<file path="src/rtl/atcc_pkg.sv">
`timescale 1ns / 1ps
// ----------------------------------------------------------------------------
// atcc_pkg
// Shared types and constants of the text-console cell engine.
// ----------------------------------------------------------------------------
package atcc_pkg;

    // Sequencer states
    typedef enum logic [2:0] {
        ST_IDLE,
        ST_EXEC,
        ST_SCROLL,
        ST_FILL,
        ST_DONE
    } state_t;

    // Escape parser phases
    typedef logic [1:0] esc_phase_t;
    localparam esc_phase_t ESC_IDLE = 2'd0;
    localparam esc_phase_t ESC_SEEN = 2'd1;
    localparam esc_phase_t ESC_CSI  = 2'd2;

    // Character codes
    localparam logic [7:0] CH_ESC      = 8'h1B;
    localparam logic [7:0] CH_LBRACKET = 8'h5B;
    localparam logic [7:0] CH_SEMI     = 8'h3B;
    localparam logic [7:0] CH_HOME     = 8'h48;
    localparam logic [7:0] CH_ERASE    = 8'h4A;
    localparam logic [7:0] CH_NL       = 8'h0A;
    localparam logic [7:0] CH_CR       = 8'h0D;
    localparam logic [7:0] CH_BS       = 8'h08;
    localparam logic [7:0] CH_SPACE    = 8'h20;
    localparam logic [7:0] CH_DIGIT_0  = 8'h30;
    localparam logic [7:0] CH_DIGIT_9  = 8'h39;

    localparam logic [15:0] ERASE_KEEP_PARAM = 16'd3;
    localparam logic [19:0] NUM_SAT          = 20'd65535;

    // Configuration port
    localparam int CFG_INDEX_W = 1;
    localparam int CFG_DATA_W  = 8;
    localparam logic [CFG_INDEX_W-1:0] REG_COLUMNS_IN_USE = 1'd0;
    localparam logic [CFG_INDEX_W-1:0] REG_ROWS_IN_USE    = 1'd1;
    localparam logic [7:0] COLUMNS_RESET = 8'd80;
    localparam logic [6:0] ROWS_RESET    = 7'd25;

    // Result field widths
    localparam int ROW_OUT_W   = 6;
    localparam int COL_OUT_W   = 7;
    localparam int GLYPH_W     = 8;
    localparam int M_TDATA_W   = 40;
    localparam int M_TDATA_PAD = M_TDATA_W - (2 * ROW_OUT_W + 2 * COL_OUT_W + GLYPH_W + 2);

endpackage

</file>
<file path="src/rtl/ansi_text_console_cells_core.sv">
`timescale 1ns / 1ps
// ----------------------------------------------------------------------------
// ansi_text_console_cells_core
// Text-console cell engine: escape parser, cursor and a character-cell memory.
// ----------------------------------------------------------------------------
// Usage:
//   s_* carries one character byte per transfer; m_* returns one result per
//   byte: the cell written (if any), scroll and clear flags, and the cursor.
//   cfg_* writes columns_in_use (index 0) and rows_in_use (index 1); it is
//   always ready and is meant to be written while no byte is in flight.
// Sequence:
//   A plain byte goes from accept through ST_EXEC, which does the single cell
//   write, to ST_DONE, which loads the output register. A scroll copies each
//   in-use row below the first one row up, then blanks the last row (just
//   that with a single row); an erase-display blanks the in-use area. Both walk
//   the cell memory one cell per cycle through its single write port, the fill
//   waiting out a pending copy write; copies read through the registered port.
// Reset:
//   aresetn clears control state and starts a pass that fills the cell memory
//   (MAX_ROWS by MAX_COLUMNS cells, all of it at the defaults) with spaces;
//   s_tready stays low until it ends. Configuration writes are taken meanwhile.
// Backpressure:
//   The result waits in the output register while m_tready is low; the next
//   byte is still accepted, and its result is held until the register frees.
// ----------------------------------------------------------------------------
module ansi_text_console_cells_core #(
    parameter int MAX_COLUMNS = 128,
    parameter int MAX_ROWS    = 64
) (
    input  logic                                 aclk,
    input  logic                                 aresetn,
    // input channel
    input  logic                                 s_tvalid,
    output logic                                 s_tready,
    input  logic [7:0]                           s_tdata,   // [7:0] char_byte
    // result channel
    output logic                                 m_tvalid,
    input  logic                                 m_tready,
    // [5:0] write_row, [12:6] write_column, [20:13] write_glyph, [21] scrolled,
    // [22] cleared, [28:23] cursor_row_out, [35:29] cursor_column_out, [39:36] 0
    output logic [atcc_pkg::M_TDATA_W-1:0]       m_tdata,
    output logic                                 m_tuser,   // [0] cell_written
    // configuration
    input  logic                                 cfg_valid,
    output logic                                 cfg_ready,
    input  logic [atcc_pkg::CFG_INDEX_W-1:0]     cfg_index,
    input  logic [atcc_pkg::CFG_DATA_W-1:0]      cfg_data
);

    localparam int CW        = (MAX_COLUMNS > 1) ? $clog2(MAX_COLUMNS) : 1;
    localparam int RW        = (MAX_ROWS > 1) ? $clog2(MAX_ROWS) : 1;
    localparam int MEM_DEPTH = 2 ** (RW + CW);

    // ------------------------------------------------------------------
    // Registers
    // ------------------------------------------------------------------
    atcc_pkg::state_t       state_reg, state_next;
    logic [7:0]             columns_in_use_reg;
    logic [6:0]             rows_in_use_reg;
    logic [7:0]             ch_reg;
    logic [RW-1:0]          cursor_row_reg, cursor_row_next;
    logic [CW-1:0]          cursor_col_reg, cursor_col_next;
    atcc_pkg::esc_phase_t   phase_reg, phase_next;
    logic [15:0]            number_reg, number_next;
    logic [RW-1:0]          scan_row_reg, scan_row_next;
    logic [CW-1:0]          scan_col_reg, scan_col_next;
    logic [RW-1:0]          fill_row_last_reg, fill_row_last_next;
    logic [CW-1:0]          fill_col_last_reg, fill_col_last_next;
    logic                   init_done_reg, init_done_next;
    logic                   wr_pend_reg, wr_pend_next;
    logic [RW-1:0]          wr_row_reg;
    logic [CW-1:0]          wr_col_reg;
    logic [7:0]             rd_data_reg;
    logic                   res_written_reg;
    logic [atcc_pkg::ROW_OUT_W-1:0] res_row_reg;
    logic [atcc_pkg::COL_OUT_W-1:0] res_col_reg;
    logic [atcc_pkg::GLYPH_W-1:0]   res_glyph_reg;
    logic                   res_scrolled_reg;
    logic                   res_cleared_reg;
    logic                   m_tvalid_reg, m_tvalid_next;
    logic [atcc_pkg::M_TDATA_W-1:0] m_tdata_reg;
    logic                   m_tuser_reg;

    logic [7:0]             cell_mem [MEM_DEPTH];

    // ------------------------------------------------------------------
    // Effective geometry (last in-use row and column)
    // ------------------------------------------------------------------
    logic [RW-1:0] rows_last;
    logic [CW-1:0] cols_last;

    always_comb begin
        if (rows_in_use_reg == 7'd0) begin
            rows_last = '0;
        end else if (32'(rows_in_use_reg) > MAX_ROWS) begin
            rows_last = RW'(MAX_ROWS - 1);
        end else begin
            rows_last = RW'(rows_in_use_reg - 7'd1);
        end
        if (columns_in_use_reg == 8'd0) begin
            cols_last = '0;
        end else if (32'(columns_in_use_reg) > MAX_COLUMNS) begin
            cols_last = CW'(MAX_COLUMNS - 1);
        end else begin
            cols_last = CW'(columns_in_use_reg - 8'd1);
        end
    end

    // ------------------------------------------------------------------
    // Byte execution
    // ------------------------------------------------------------------
    logic [RW-1:0]         ex_cur_r, ex_new_r, ex_w_r;
    logic [CW-1:0]         ex_cur_c, ex_new_c, ex_w_c;
    logic [7:0]            ex_w_g;
    logic                  ex_we, ex_scroll, ex_clear;
    atcc_pkg::esc_phase_t  ex_phase;
    logic [15:0]           ex_number;

    always_comb begin
        logic        handled;
        logic        home;
        logic        do_adv;
        logic [19:0] prod;

        handled   = 1'b0;
        home      = 1'b0;
        do_adv    = 1'b0;
        ex_clear  = 1'b0;
        ex_scroll = 1'b0;
        ex_we     = 1'b0;
        ex_phase  = phase_reg;
        ex_number = number_reg;
        prod      = ({4'd0, number_reg} << 3) + ({4'd0, number_reg} << 1)
                  + {12'd0, ch_reg - atcc_pkg::CH_DIGIT_0};

        // clamp the cursor in case the geometry shrank
        ex_cur_r = (cursor_row_reg > rows_last) ? rows_last : cursor_row_reg;
        ex_cur_c = (cursor_col_reg > cols_last) ? cols_last : cursor_col_reg;

        case (phase_reg)
            atcc_pkg::ESC_SEEN: begin
                if (ch_reg == atcc_pkg::CH_LBRACKET) begin
                    ex_phase  = atcc_pkg::ESC_CSI;
                    ex_number = '0;
                    handled   = 1'b1;
                end else begin
                    ex_phase = atcc_pkg::ESC_IDLE;
                end
            end
            atcc_pkg::ESC_CSI: begin
                handled = 1'b1;
                if (ch_reg >= atcc_pkg::CH_DIGIT_0 && ch_reg <= atcc_pkg::CH_DIGIT_9) begin
                    ex_number = (prod > atcc_pkg::NUM_SAT) ? 16'hFFFF : prod[15:0];
                end else if (ch_reg == atcc_pkg::CH_SEMI) begin
                    ex_number = '0;
                end else begin
                    if (ch_reg == atcc_pkg::CH_HOME) begin
                        home = 1'b1;
                    end else if (ch_reg == atcc_pkg::CH_ERASE &&
                                 number_reg != atcc_pkg::ERASE_KEEP_PARAM) begin
                        ex_clear = 1'b1;
                    end
                    ex_phase  = atcc_pkg::ESC_IDLE;
                    ex_number = '0;
                end
            end
            default: begin
                if (ch_reg == atcc_pkg::CH_ESC) begin
                    ex_phase = atcc_pkg::ESC_SEEN;
                    handled  = 1'b1;
                end else begin
                    ex_phase = atcc_pkg::ESC_IDLE;
                end
            end
        endcase

        ex_new_r = home ? '0 : ex_cur_r;
        ex_new_c = home ? '0 : ex_cur_c;
        ex_w_r   = ex_cur_r;
        ex_w_c   = ex_cur_c;
        ex_w_g   = ch_reg;

        if (!handled) begin
            if (ch_reg == atcc_pkg::CH_NL) begin
                do_adv = 1'b1;
            end else if (ch_reg == atcc_pkg::CH_CR) begin
                ex_new_c = '0;
            end else if (ch_reg == atcc_pkg::CH_BS) begin
                if (ex_cur_c != '0) begin
                    ex_we    = 1'b1;
                    ex_w_c   = CW'(ex_cur_c - 1'b1);
                    ex_w_g   = atcc_pkg::CH_SPACE;
                    ex_new_c = CW'(ex_cur_c - 1'b1);
                end
            end else if (ch_reg >= atcc_pkg::CH_SPACE) begin
                ex_we = 1'b1;
                if (ex_cur_c == cols_last) begin
                    do_adv = 1'b1;
                end else begin
                    ex_new_c = CW'(ex_cur_c + 1'b1);
                end
            end
        end

        if (do_adv) begin
            ex_new_c = '0;
            if (ex_cur_r == rows_last) begin
                ex_scroll = 1'b1;
            end else begin
                ex_new_r = RW'(ex_cur_r + 1'b1);
            end
        end
    end

    // ------------------------------------------------------------------
    // Sequencer
    // ------------------------------------------------------------------
    logic          mem_we;
    logic [RW-1:0] mem_w_row;
    logic [CW-1:0] mem_w_col;
    logic [7:0]    mem_wdata;

    always_comb begin
        state_next         = state_reg;
        cursor_row_next    = cursor_row_reg;
        cursor_col_next    = cursor_col_reg;
        phase_next         = phase_reg;
        number_next        = number_reg;
        scan_row_next      = scan_row_reg;
        scan_col_next      = scan_col_reg;
        fill_row_last_next = fill_row_last_reg;
        fill_col_last_next = fill_col_last_reg;
        init_done_next     = init_done_reg;
        wr_pend_next       = 1'b0;
        m_tvalid_next      = m_tvalid_reg && !m_tready;
        mem_we             = 1'b0;
        mem_w_row          = wr_row_reg;
        mem_w_col          = wr_col_reg;
        mem_wdata          = rd_data_reg;

        // drain the delayed scroll copy first
        if (wr_pend_reg) begin
            mem_we = 1'b1;
        end

        unique case (state_reg)
            atcc_pkg::ST_IDLE: begin
                if (s_tvalid) begin
                    state_next = atcc_pkg::ST_EXEC;
                end
            end
            atcc_pkg::ST_EXEC: begin
                cursor_row_next    = ex_new_r;
                cursor_col_next    = ex_new_c;
                phase_next         = ex_phase;
                number_next        = ex_number;
                mem_we             = ex_we;
                mem_w_row          = ex_w_r;
                mem_w_col          = ex_w_c;
                mem_wdata          = ex_w_g;
                fill_row_last_next = rows_last;
                fill_col_last_next = cols_last;
                scan_col_next      = '0;
                if (ex_scroll) begin
                    if (rows_last == '0) begin
                        scan_row_next = '0;
                        state_next    = atcc_pkg::ST_FILL;
                    end else begin
                        scan_row_next = RW'(1);
                        state_next    = atcc_pkg::ST_SCROLL;
                    end
                end else if (ex_clear) begin
                    scan_row_next = '0;
                    state_next    = atcc_pkg::ST_FILL;
                end else begin
                    state_next = atcc_pkg::ST_DONE;
                end
            end
            atcc_pkg::ST_SCROLL: begin
                // read this cell now, write it one row up next cycle
                wr_pend_next = 1'b1;
                if (scan_col_reg == cols_last) begin
                    scan_col_next = '0;
                    if (scan_row_reg == rows_last) begin
                        state_next = atcc_pkg::ST_FILL;
                    end else begin
                        scan_row_next = RW'(scan_row_reg + 1'b1);
                    end
                end else begin
                    scan_col_next = CW'(scan_col_reg + 1'b1);
                end
            end
            atcc_pkg::ST_FILL: begin
                if (!wr_pend_reg) begin
                    mem_we    = 1'b1;
                    mem_w_row = scan_row_reg;
                    mem_w_col = scan_col_reg;
                    mem_wdata = atcc_pkg::CH_SPACE;
                    if (scan_col_reg == fill_col_last_reg) begin
                        scan_col_next = '0;
                        if (scan_row_reg == fill_row_last_reg) begin
                            init_done_next = 1'b1;
                            state_next     = init_done_reg ? atcc_pkg::ST_DONE
                                                           : atcc_pkg::ST_IDLE;
                        end else begin
                            scan_row_next = RW'(scan_row_reg + 1'b1);
                        end
                    end else begin
                        scan_col_next = CW'(scan_col_reg + 1'b1);
                    end
                end
            end
            atcc_pkg::ST_DONE: begin
                if (!m_tvalid_reg || m_tready) begin
                    m_tvalid_next = 1'b1;
                    state_next    = atcc_pkg::ST_IDLE;
                end
            end
            default: begin
                state_next = atcc_pkg::ST_IDLE;
            end
        endcase
    end

    assign s_tready  = (state_reg == atcc_pkg::ST_IDLE) && init_done_reg;
    assign cfg_ready = 1'b1;
    assign m_tvalid  = m_tvalid_reg;
    assign m_tdata   = m_tdata_reg;
    assign m_tuser   = m_tuser_reg;

    // ------------------------------------------------------------------
    // Control registers
    // ------------------------------------------------------------------
    always_ff @(posedge aclk) begin
        if (!aresetn) begin
            state_reg          <= atcc_pkg::ST_FILL;
            columns_in_use_reg <= atcc_pkg::COLUMNS_RESET;
            rows_in_use_reg    <= atcc_pkg::ROWS_RESET;
            cursor_row_reg     <= '0;
            cursor_col_reg     <= '0;
            phase_reg          <= atcc_pkg::ESC_IDLE;
            number_reg         <= '0;
            scan_row_reg       <= '0;
            scan_col_reg       <= '0;
            fill_row_last_reg  <= RW'(MAX_ROWS - 1);
            fill_col_last_reg  <= CW'(MAX_COLUMNS - 1);
            init_done_reg      <= 1'b0;
            wr_pend_reg        <= 1'b0;
            m_tvalid_reg       <= 1'b0;
        end else begin
            state_reg          <= state_next;
            cursor_row_reg     <= cursor_row_next;
            cursor_col_reg     <= cursor_col_next;
            phase_reg          <= phase_next;
            number_reg         <= number_next;
            scan_row_reg       <= scan_row_next;
            scan_col_reg       <= scan_col_next;
            fill_row_last_reg  <= fill_row_last_next;
            fill_col_last_reg  <= fill_col_last_next;
            init_done_reg      <= init_done_next;
            wr_pend_reg        <= wr_pend_next;
            m_tvalid_reg       <= m_tvalid_next;
            if (cfg_valid) begin
                unique case (cfg_index)
                    atcc_pkg::REG_COLUMNS_IN_USE: columns_in_use_reg <= cfg_data;
                    atcc_pkg::REG_ROWS_IN_USE:    rows_in_use_reg    <= cfg_data[6:0];
                endcase
            end
        end
    end

    // ------------------------------------------------------------------
    // Payload registers
    // ------------------------------------------------------------------
    always_ff @(posedge aclk) begin
        if (s_tvalid && s_tready) begin
            ch_reg <= s_tdata;
        end
        if (state_reg == atcc_pkg::ST_SCROLL) begin
            wr_row_reg <= RW'(scan_row_reg - 1'b1);
            wr_col_reg <= scan_col_reg;
        end
        if (state_reg == atcc_pkg::ST_EXEC) begin
            res_written_reg  <= ex_we;
            res_row_reg      <= ex_we ? atcc_pkg::ROW_OUT_W'(ex_w_r) : '0;
            res_col_reg      <= ex_we ? atcc_pkg::COL_OUT_W'(ex_w_c) : '0;
            res_glyph_reg    <= ex_we ? ex_w_g : '0;
            res_scrolled_reg <= ex_scroll;
            res_cleared_reg  <= ex_clear;
        end
        if (state_reg == atcc_pkg::ST_DONE && (!m_tvalid_reg || m_tready)) begin
            m_tuser_reg <= res_written_reg;
            m_tdata_reg <= {{atcc_pkg::M_TDATA_PAD{1'b0}},
                            atcc_pkg::COL_OUT_W'(cursor_col_reg),
                            atcc_pkg::ROW_OUT_W'(cursor_row_reg),
                            res_cleared_reg,
                            res_scrolled_reg,
                            res_glyph_reg,
                            res_col_reg,
                            res_row_reg};
        end
    end

    // ------------------------------------------------------------------
    // Cell memory: one write port, one registered read port
    // ------------------------------------------------------------------
    always_ff @(posedge aclk) begin
        if (mem_we) begin
            cell_mem[{mem_w_row, mem_w_col}] <= mem_wdata;
        end
        rd_data_reg <= cell_mem[{scan_row_reg, scan_col_reg}];
    end

`ifndef SYNTHESIS
    a_no_accept_before_init: assert property (@(posedge aclk) disable iff (!aresetn)
        s_tready |-> init_done_reg)
        else $error("byte accepted before the reset fill finished");

    a_scroll_copy_rows_differ: assert property (@(posedge aclk) disable iff (!aresetn)
        (state_reg == atcc_pkg::ST_SCROLL) && wr_pend_reg |-> wr_row_reg != scan_row_reg)
        else $error("scroll copy writes the row being read");

    a_idle_write_fields_zero: assert property (@(posedge aclk) disable iff (!aresetn)
        m_tvalid && !m_tuser |-> m_tdata[20:0] == 21'd0)
        else $error("write fields set without a cell write");

    a_clear_excludes_write: assert property (@(posedge aclk) disable iff (!aresetn)
        m_tvalid && m_tdata[22] |-> !m_tuser && !m_tdata[21])
        else $error("erase reported together with a write or scroll");

    a_scroll_column_zero: assert property (@(posedge aclk) disable iff (!aresetn)
        m_tvalid && m_tdata[21] |-> m_tdata[35:29] == 7'd0)
        else $error("scroll left the cursor off column zero");
`endif

endmodule
</file>
<file path="config.mk">
export PLATFORM = sky130hd
export DESIGN_NAME = ansi_text_console_cells_core
export DESIGN_NICKNAME = d
export VERILOG_FILES = /design/src/rtl/atcc_pkg.sv /design/src/rtl/ansi_text_console_cells_core.sv
export SDC_FILE = /design/constraint.sdc
export NUM_CORES = 1
export LEC_CHECK = 0
export BUFFER_PORTS_ARGS = -buffer_cell sky130_fd_sc_hd__buf_2
export CAP_MARGIN = 5
export CORE_ASPECT_RATIO = 2
export CORE_UTILIZATION = 35
export DETAILED_ROUTE_END_ITERATION = 6
export SYNTH_ARGS = -nofsm -noshare
export SYNTH_HDL_FRONTEND = slang
export SYNTH_SLANG_ARGS = --single-unit
export TNS_END_PERCENT = 50
</file>
<file path="constraint.sdc">
create_clock -name aclk -period 7.7 [get_ports aclk]
set_clock_uncertainty 0.2 [all_clocks]
set_input_delay 0.77 -clock aclk [delete_from_list [all_inputs] [get_ports aclk]]
set_output_delay 0.77 -clock aclk [all_outputs]
set_load 0.01 [all_outputs]
</file>
# == After elaboration in Yosys (flattened, before gate mapping) ==
# Index checks and enable logic that the tools add are counted.
# totals
register_bits,147
input_bits,22
output_inout_bits,44
wordCells,192
# classes
addsub,10
order_cmp,8
eq_ne,34
n_mux,91
bitwise_logic,2
reduce_logical,24
# op_table
op,n
$mux W7,20
$mux W6,13
$mux W16,3
$mux W8,5
$pmux W16 S2,1
$mux W1,31
$mux W3,10
$eq A8 B4 Y1 const B,3
$eq A8 B7 Y1 const B,3
$ne A2 B2 Y1 const B,12
$eq A7 B7 Y1,3
$pmux W7 S3,1
$add A19 B17 Y20,1
$add A20 B8 Y20,1
$gt A20 B16 Y1 const B,1
$eq A6 B6 Y1,3
$pmux W6 S3,1
$ge A8 B6 Y1 const B,2
$ne A16 B2 Y1 const B,1
$pmux W3 S5,1
$add A7 B1 Y7 const B,2
$reduce_and A7 Y1,2
$sub A7 B1 Y7 const B,2
$add A6 B1 Y6 const B,2
other kinds (32),45

# == Longest topological paths before layout ==
# logic_depth
word_depth,15
ltp_mapped,24

# == Worst setup path before layout ==
# No wires, ideal clock.
# synth_timing
kind,register -> register
start,reg columns_in_use_reg[0]
end,"reg res_col_reg[5] (netlist name), data pin"
setup_ns,0.269
arrival_ns,5.046
setup_slack_ns,2.184
stages_incl_launch_ff,23
period_less_slack_ns,5.516
path_cell_list,dfxtp_1 -> inv_1 -> ha_1 -> buf_2 -> nor3b_1 -> nand2_1 -> a22oi_1 -> ha_1 -> a21oi_1 -> a21oi_1 -> o31ai_1 -> clkbuf_1 -> nor2_1 -> a21oi_1 -> ha_1 -> inv_1 -> a221oi_1 -> nor4bb_1 -> o21ai_0 -> nand2_1 -> and2_1 -> clkbuf_1 -> nor3_1
# synth_via
elab_chain_cells,11
elab_cells_between_ends,19
cone_classes,add/sub: 2; order compare: 2; mux: 13; reduce/logical: 2
# synth_lines
item,line,rtl
start: declaration,ansi_text_console_cells_core.sv:58,logic [7:0] columns_in_use_reg;
start signal: assignment,ansi_text_console_cells_core.sv:337,columns_in_use_reg <= atcc_pkg::COLUMNS_RESET;
start signal: assignment,ansi_text_console_cells_core.sv:365,atcc_pkg::REG_COLUMNS_IN_USE: columns_in_use_reg <= cfg_data;
$sub A7 B1 Y7 or $gt A8 B8 Y1 (tied branches),"ansi_text_console_cells_core.sv:105, ansi_text_console_cells_core.sv:102",
$mux W7,ansi_text_console_cells_core.sv:102,end else if (32'(columns_in_use_reg) > MAX_COLUMNS) begin
$mux W7 (*),ansi_text_console_cells_core.sv:100,if (columns_in_use_reg == 8'd0) begin
$gt A7 B7 Y1,ansi_text_console_cells_core.sv:138,ex_cur_c = (cursor_col_reg > cols_last) ? cols_last : cursor_col_reg;
$mux W7 (*),ansi_text_console_cells_core.sv:138,
$sub A7 B1 Y7 or $reduce_bool A7 Y1 (tied branches),"ansi_text_console_cells_core.sv:191, ansi_text_console_cells_core.sv:189",
$mux W7 or $mux W1 (tied branches),ansi_text_console_cells_core.sv:189,if (ex_cur_c != '0) begin
$mux W7 or $mux W1 (tied branches),ansi_text_console_cells_core.sv:188,end else if (ch_reg == atcc_pkg::CH_BS) begin
$mux W7 or $mux W1 (tied branches),ansi_text_console_cells_core.sv:186,end else if (ch_reg == atcc_pkg::CH_CR) begin
$mux W7 or $mux W1 (tied branches),ansi_text_console_cells_core.sv:184,if (ch_reg == atcc_pkg::CH_NL) begin
$mux W7 or $mux W1 (tied branches),ansi_text_console_cells_core.sv:183,if (!handled) begin
end signal: assignment,ansi_text_console_cells_core.sv:386,res_col_reg <= ex_we ? atcc_pkg::COL_OUT_W'(ex_w_c) : '0;
end: declaration,ansi_text_console_cells_core.sv:76,logic [atcc_pkg::COL_OUT_W-1:0] res_col_reg;
# Mark *: on every way between the ends. The rest lies on a longest branch, timed or not.
# A chain may end at the register's enable or synchronous reset.

# == Worst setup path in the final report ==
# Ends and elaborated chain as after synthesis.

==> impl_summary.txt <==
----------------------------------------------------
[Finish]
  Number of flip-flops under the largest register name ... 36
  Layout overhead on the synthesized area ... 12.5%
  Share of final-layout standard cells stronger than drive strength 1 ... 0.116
  Post-route non-filler standard cell count ... 1463
  Number of nets in the layout ... around 1200
  Antenna fix cells ... 0

[Clock tree]
  Cell chosen for the clock root ... sky130_fd_sc_hd__clkbuf_16
  Total setup buffers inserted after CTS ... 0
  Maximum buffer depth of the clock tree ... 2
  Number of hold buffers added after cts ... 0
  Clock tree from TritonCTS ... built
  Number of instances resized during post-cts repair ... 0
  Number of H-tree levels ... 4
  Number of clock buffers inserted by TritonCTS ... 17
  Worst-Skew Late Latency ... 0.45 ns
  Number of clock sinks ... around 150
  Clock edge transition at the registers on the reported setup and hold paths ... 0.07 ns

[Critical path]
  Nature of the critical path startpoint ... flop
  Critical path class ... flop to flop
  Crit-path max cell delay ... 0.53 ns
  Ordered cell list for the critical path ... inv_1 -> ha_1 -> nor4b_2 -> nand2_1 -> a22oi_1 -> ha_1 -> a21oi_1 -> a21oi_1 -> o31ai_2 -> nor2_1 -> a21oi_1 -> ha_1 -> inv_1 -> a221oi_1 -> nor4bb_1 -> o21ai_0 -> nand2_1 -> and2_1 -> nor3_1
  Element type at the critical path end ... flop
  Crit path buffers/inverters ... 2
  Worst endpoint required time ... about 7.7 ns
  Critical Path Fanout Max ... 12
  Standard cell with the maximum stage delay on the critical path ... sky130_fd_sc_hd__o31ai_2
  Critical path data arrival time ... between 6 and 7 ns
  Cell family with the largest share of critical-path delay ... compound AO/OA/AOI/OAI gates

[STA]
  Setup repair after global routing missed its margin ... false
  Final Hold Viols ... 0
  Maximum frequency from static timing analysis ... around 150 MHz
  Final total negative setup slack ... 0 ns
  Max-slew headroom ... 0.346
  Final count of pins violating max slew ... 0
  Final number of setup-violating endpoints ... 0
  Final period util ... 0.852
  Time the final worst path needs with I/O delays and setup ... 6.56 ns
  Transition at the pin with the smallest max-transition slack ... 0.981 ns

[Synth]
  Dominant cell type by area after synthesis ... sky130_fd_sc_hd__edfxtp_1
  Synthesized area ... 9390 um^2
  Number of distinct library cells after synthesis ... just over 80
  Post-synth EDFFs ... between 60 and 70
  Share of flip-flops with an asynchronous set or reset ... 0
  Primary flip-flop cell chosen by synthesis mapping ... sky130_fd_sc_hd__dfxtp_1
  Synthesized area divided by synthesized cell count ... a little under 9 um^2
  Portion of the post-synthesis area used by sequential elements ... 0.387
  Cell types occupying the most area after synthesis ... sky130_fd_sc_hd__edfxtp_1 (22%), sky130_fd_sc_hd__dfxtp_1 (17%), sky130_fd_sc_hd__ha_1 (7.3%)
  Number of instances in the synthesized netlist ... about 1100
  Synth Register Bits ... approximately 150
  Total number of yosys warnings ... 0
  Share of the synthesized area in the top cell type ... 0.221

[Route]
  Post-detailed-route count of antenna-violating nets ... 0
  Average vias per placed instance ... 5.65
  Sum of routed wire length over all layers ... roughly 29000 um
  Number of design rule violations left after detail routing ... 9
  First-pass iteration count of the detailed router ... 7
  Post-DR wirelength/cell ... slightly below 20 um
  Number of DRC markers in iteration 0 ... roughly 670
  Via count ... ~8300

[Place]
  Post-placement cell count ... between 1000 and 1500
  Total of buffers placed on input and output ports ... 60
  Final weighted congestion of routability-driven global placement ... 0.963
  Detailed Place HPWL ... about 22000 um

[Power and ir drop]
  Pwr per Cell Area ... roughly 250 nW/um^2
  Worst ir drop on vdd ... roughly 0.14 mV
  Leakage power figure ... between 4 and 5 nW

[Floorplan]
  Num rows ... 84
  Die H ... around 230 um
  Area of the die ... ~28000 um^2
  Area of the core ... 26300 um^2
  Number of placed I/O pins ... 66
  Overall die width ... ~120 um
  Initial Utilization ... 0.357

[GRT]
  Total GRT Usage ... 0.214
  Maximum number of pins on one net before global-route repair ... 39
  Via count of the first global-routing pass ... 8207
  Wire length of the first global-routing pass ... between 40000 and 50000 um
  Initial antenna violation count ... 0
  Remaining global-route overflow ... 0

[Outcome]
  Failing checks ... design-rule violations
  Result of the run ... finished, violations left

[Worst hold path]
  Worst min-delay path category ... flop to flop

[Run]
  Count of maximum capacitance violations ... 0

----------------------------------------------------
stage by stage:
| step | setup slack, ns | total power, mW | util | hold WS (ns) | instance area [um^2] |
|---|---|---|---|---|---|
| 6_report | 1.14 | 2.66 | 0.402 | 0.219 | 10600 |
| 5_1_grt | 0.639 | 2.79 | 0.402 | 0.223 | 10600 |
| 4_1_cts | 1.21 | 2.67 | 0.402 | 0.221 | 10600 |
| 3_5_place_dp | 1.26 | 1.79 | 0.379 | 0.205 | 9950 |
| 3_3_place_gp | 1.36 | 1.78 | 0.379 | 0.200 | 9950 |
| 2_1_floorplan | 2.18 | 1.56 | - | 0.200 | 9400 |
final cells by class:
type | instances | area (um^2)
well taps | 344 | 430
repair buffers | 73 | 395
flip-flops and latches | 147 | 3630
clock buffers | 17 | 425
clock inverters | 15 | 184
fillers | 2700 | 15700
multi-input cells | 812 | 5290
inverters | 55 | 206
kinds of logic after synthesis:
| family | after synthesis | share of synthesized area |
|---|---|---|
| buffers and inverters | 117 | 0.0513 |
| XOR/XNOR | 54 | 0.0504 |
| flip-flops | 147 | 0.387 |
| other | 2 | 0.000800 |
| adder cells (fa/ha/maj) | 64 | 0.0893 |
| AND/OR/NAND/NOR | 405 | 0.215 |
| multiplexers | 9 | 0.00973 |
| AO/OA/AOI/OAI | 275 | 0.196 |
Yosys cell counts (8+ instances only):
library cell,count
sky130_fd_sc_hd__a211oi_1,8
sky130_fd_sc_hd__a21oi_1,71
sky130_fd_sc_hd__a221o_1,13
sky130_fd_sc_hd__a22oi_1,8
sky130_fd_sc_hd__a31oi_1,12
sky130_fd_sc_hd__and3_1,12
sky130_fd_sc_hd__buf_2,8
sky130_fd_sc_hd__clkbuf_1,42
sky130_fd_sc_hd__dfxtp_1,78
sky130_fd_sc_hd__edfxtp_1,69
sky130_fd_sc_hd__ha_1,55
sky130_fd_sc_hd__inv_1,55
sky130_fd_sc_hd__mux2i_1,8
sky130_fd_sc_hd__nand2_1,108
sky130_fd_sc_hd__nand2b_1,13
sky130_fd_sc_hd__nand3_1,38
sky130_fd_sc_hd__nor2_1,86
sky130_fd_sc_hd__nor2b_1,14
sky130_fd_sc_hd__nor3_1,41
sky130_fd_sc_hd__nor4_1,19
sky130_fd_sc_hd__o211ai_1,23
sky130_fd_sc_hd__o21a_1,8
sky130_fd_sc_hd__o21ai_0,52
sky130_fd_sc_hd__o22ai_1,12
sky130_fd_sc_hd__o31ai_1,9
sky130_fd_sc_hd__or2_2,8
sky130_fd_sc_hd__or3_1,21
sky130_fd_sc_hd__xnor2_1,30
sky130_fd_sc_hd__xor2_1,24
metal layers:
metal | global-route usage | share of wire
met1 | 0.180 | 0.33
met2 | 0.435 | 0.58
met3 | 0.0288 | 0.025
met4 | 0.175 | 0.072
met5 | 0 | 0
worst paths after layout:
kind	from	end	slack [ns]	cells after the start
setup reg to reg	columns_in_use_reg[0]	res_col_reg[5]	1.14	19
hold / removal	res_glyph_reg[6]	m_tdata[19]	0.22	0
hold reg to reg	res_glyph_reg[6]	m_tdata[19]	0.22	0
setup / recovery	columns_in_use_reg[0]	res_col_reg[5]	1.14	19
worst reg2reg max path: cells and delay by family, from the launching register on:
kind,cells,cell delay [ns]
AOI/OAI and AO/OA,7,2.33
DFF,1,0.35
adders and majority gates,3,0.99
buffers and inverters,2,0.21
and+or+nand+nor,7,2.21
power by group:
| part | total, mW | internal [mW] | switching, mW |
|---|---|---|---|
| Clock | 0.877 | 0.492 | 0.384 |
| Combinational | 0.702 | 0.256 | 0.445 |
| Sequential | 1.08 | 0.953 | 0.129 |
| Total | 2.66 | 1.70 | 0.959 |
cell usage in the layout, fill, tap and decap left out, types with 14 or more instances in the layout:
| master | netlist | layout |
|---|---|---|
| sky130_fd_sc_hd__nor2b_1 | 14 | 14 |
| sky130_fd_sc_hd__ha_1 | 55 | 55 |
| sky130_fd_sc_hd__buf_2 | 8 | 60 |
| sky130_fd_sc_hd__xor2_1 | 24 | 24 |
| sky130_fd_sc_hd__o21ai_0 | 52 | 52 |
| sky130_fd_sc_hd__or3_1 | 21 | 21 |
| sky130_fd_sc_hd__nor3_1 | 41 | 41 |
| sky130_fd_sc_hd__inv_1 | 55 | 55 |
| sky130_fd_sc_hd__a21oi_1 | 71 | 71 |
| sky130_fd_sc_hd__nor2_1 | 86 | 86 |
| sky130_fd_sc_hd__dfxtp_1 | 78 | 78 |
| sky130_fd_sc_hd__nor4_1 | 19 | 19 |
| sky130_fd_sc_hd__clkbuf_16 | 0 | 17 |
| sky130_fd_sc_hd__o211ai_1 | 23 | 23 |
| sky130_fd_sc_hd__nand3_1 | 38 | 38 |
| sky130_fd_sc_hd__xnor2_1 | 30 | 30 |
| sky130_fd_sc_hd__nand2_1 | 108 | 108 |
| sky130_fd_sc_hd__edfxtp_1 | 69 | 69 |
No activity file was read; power rests on OpenSTA's default activity.
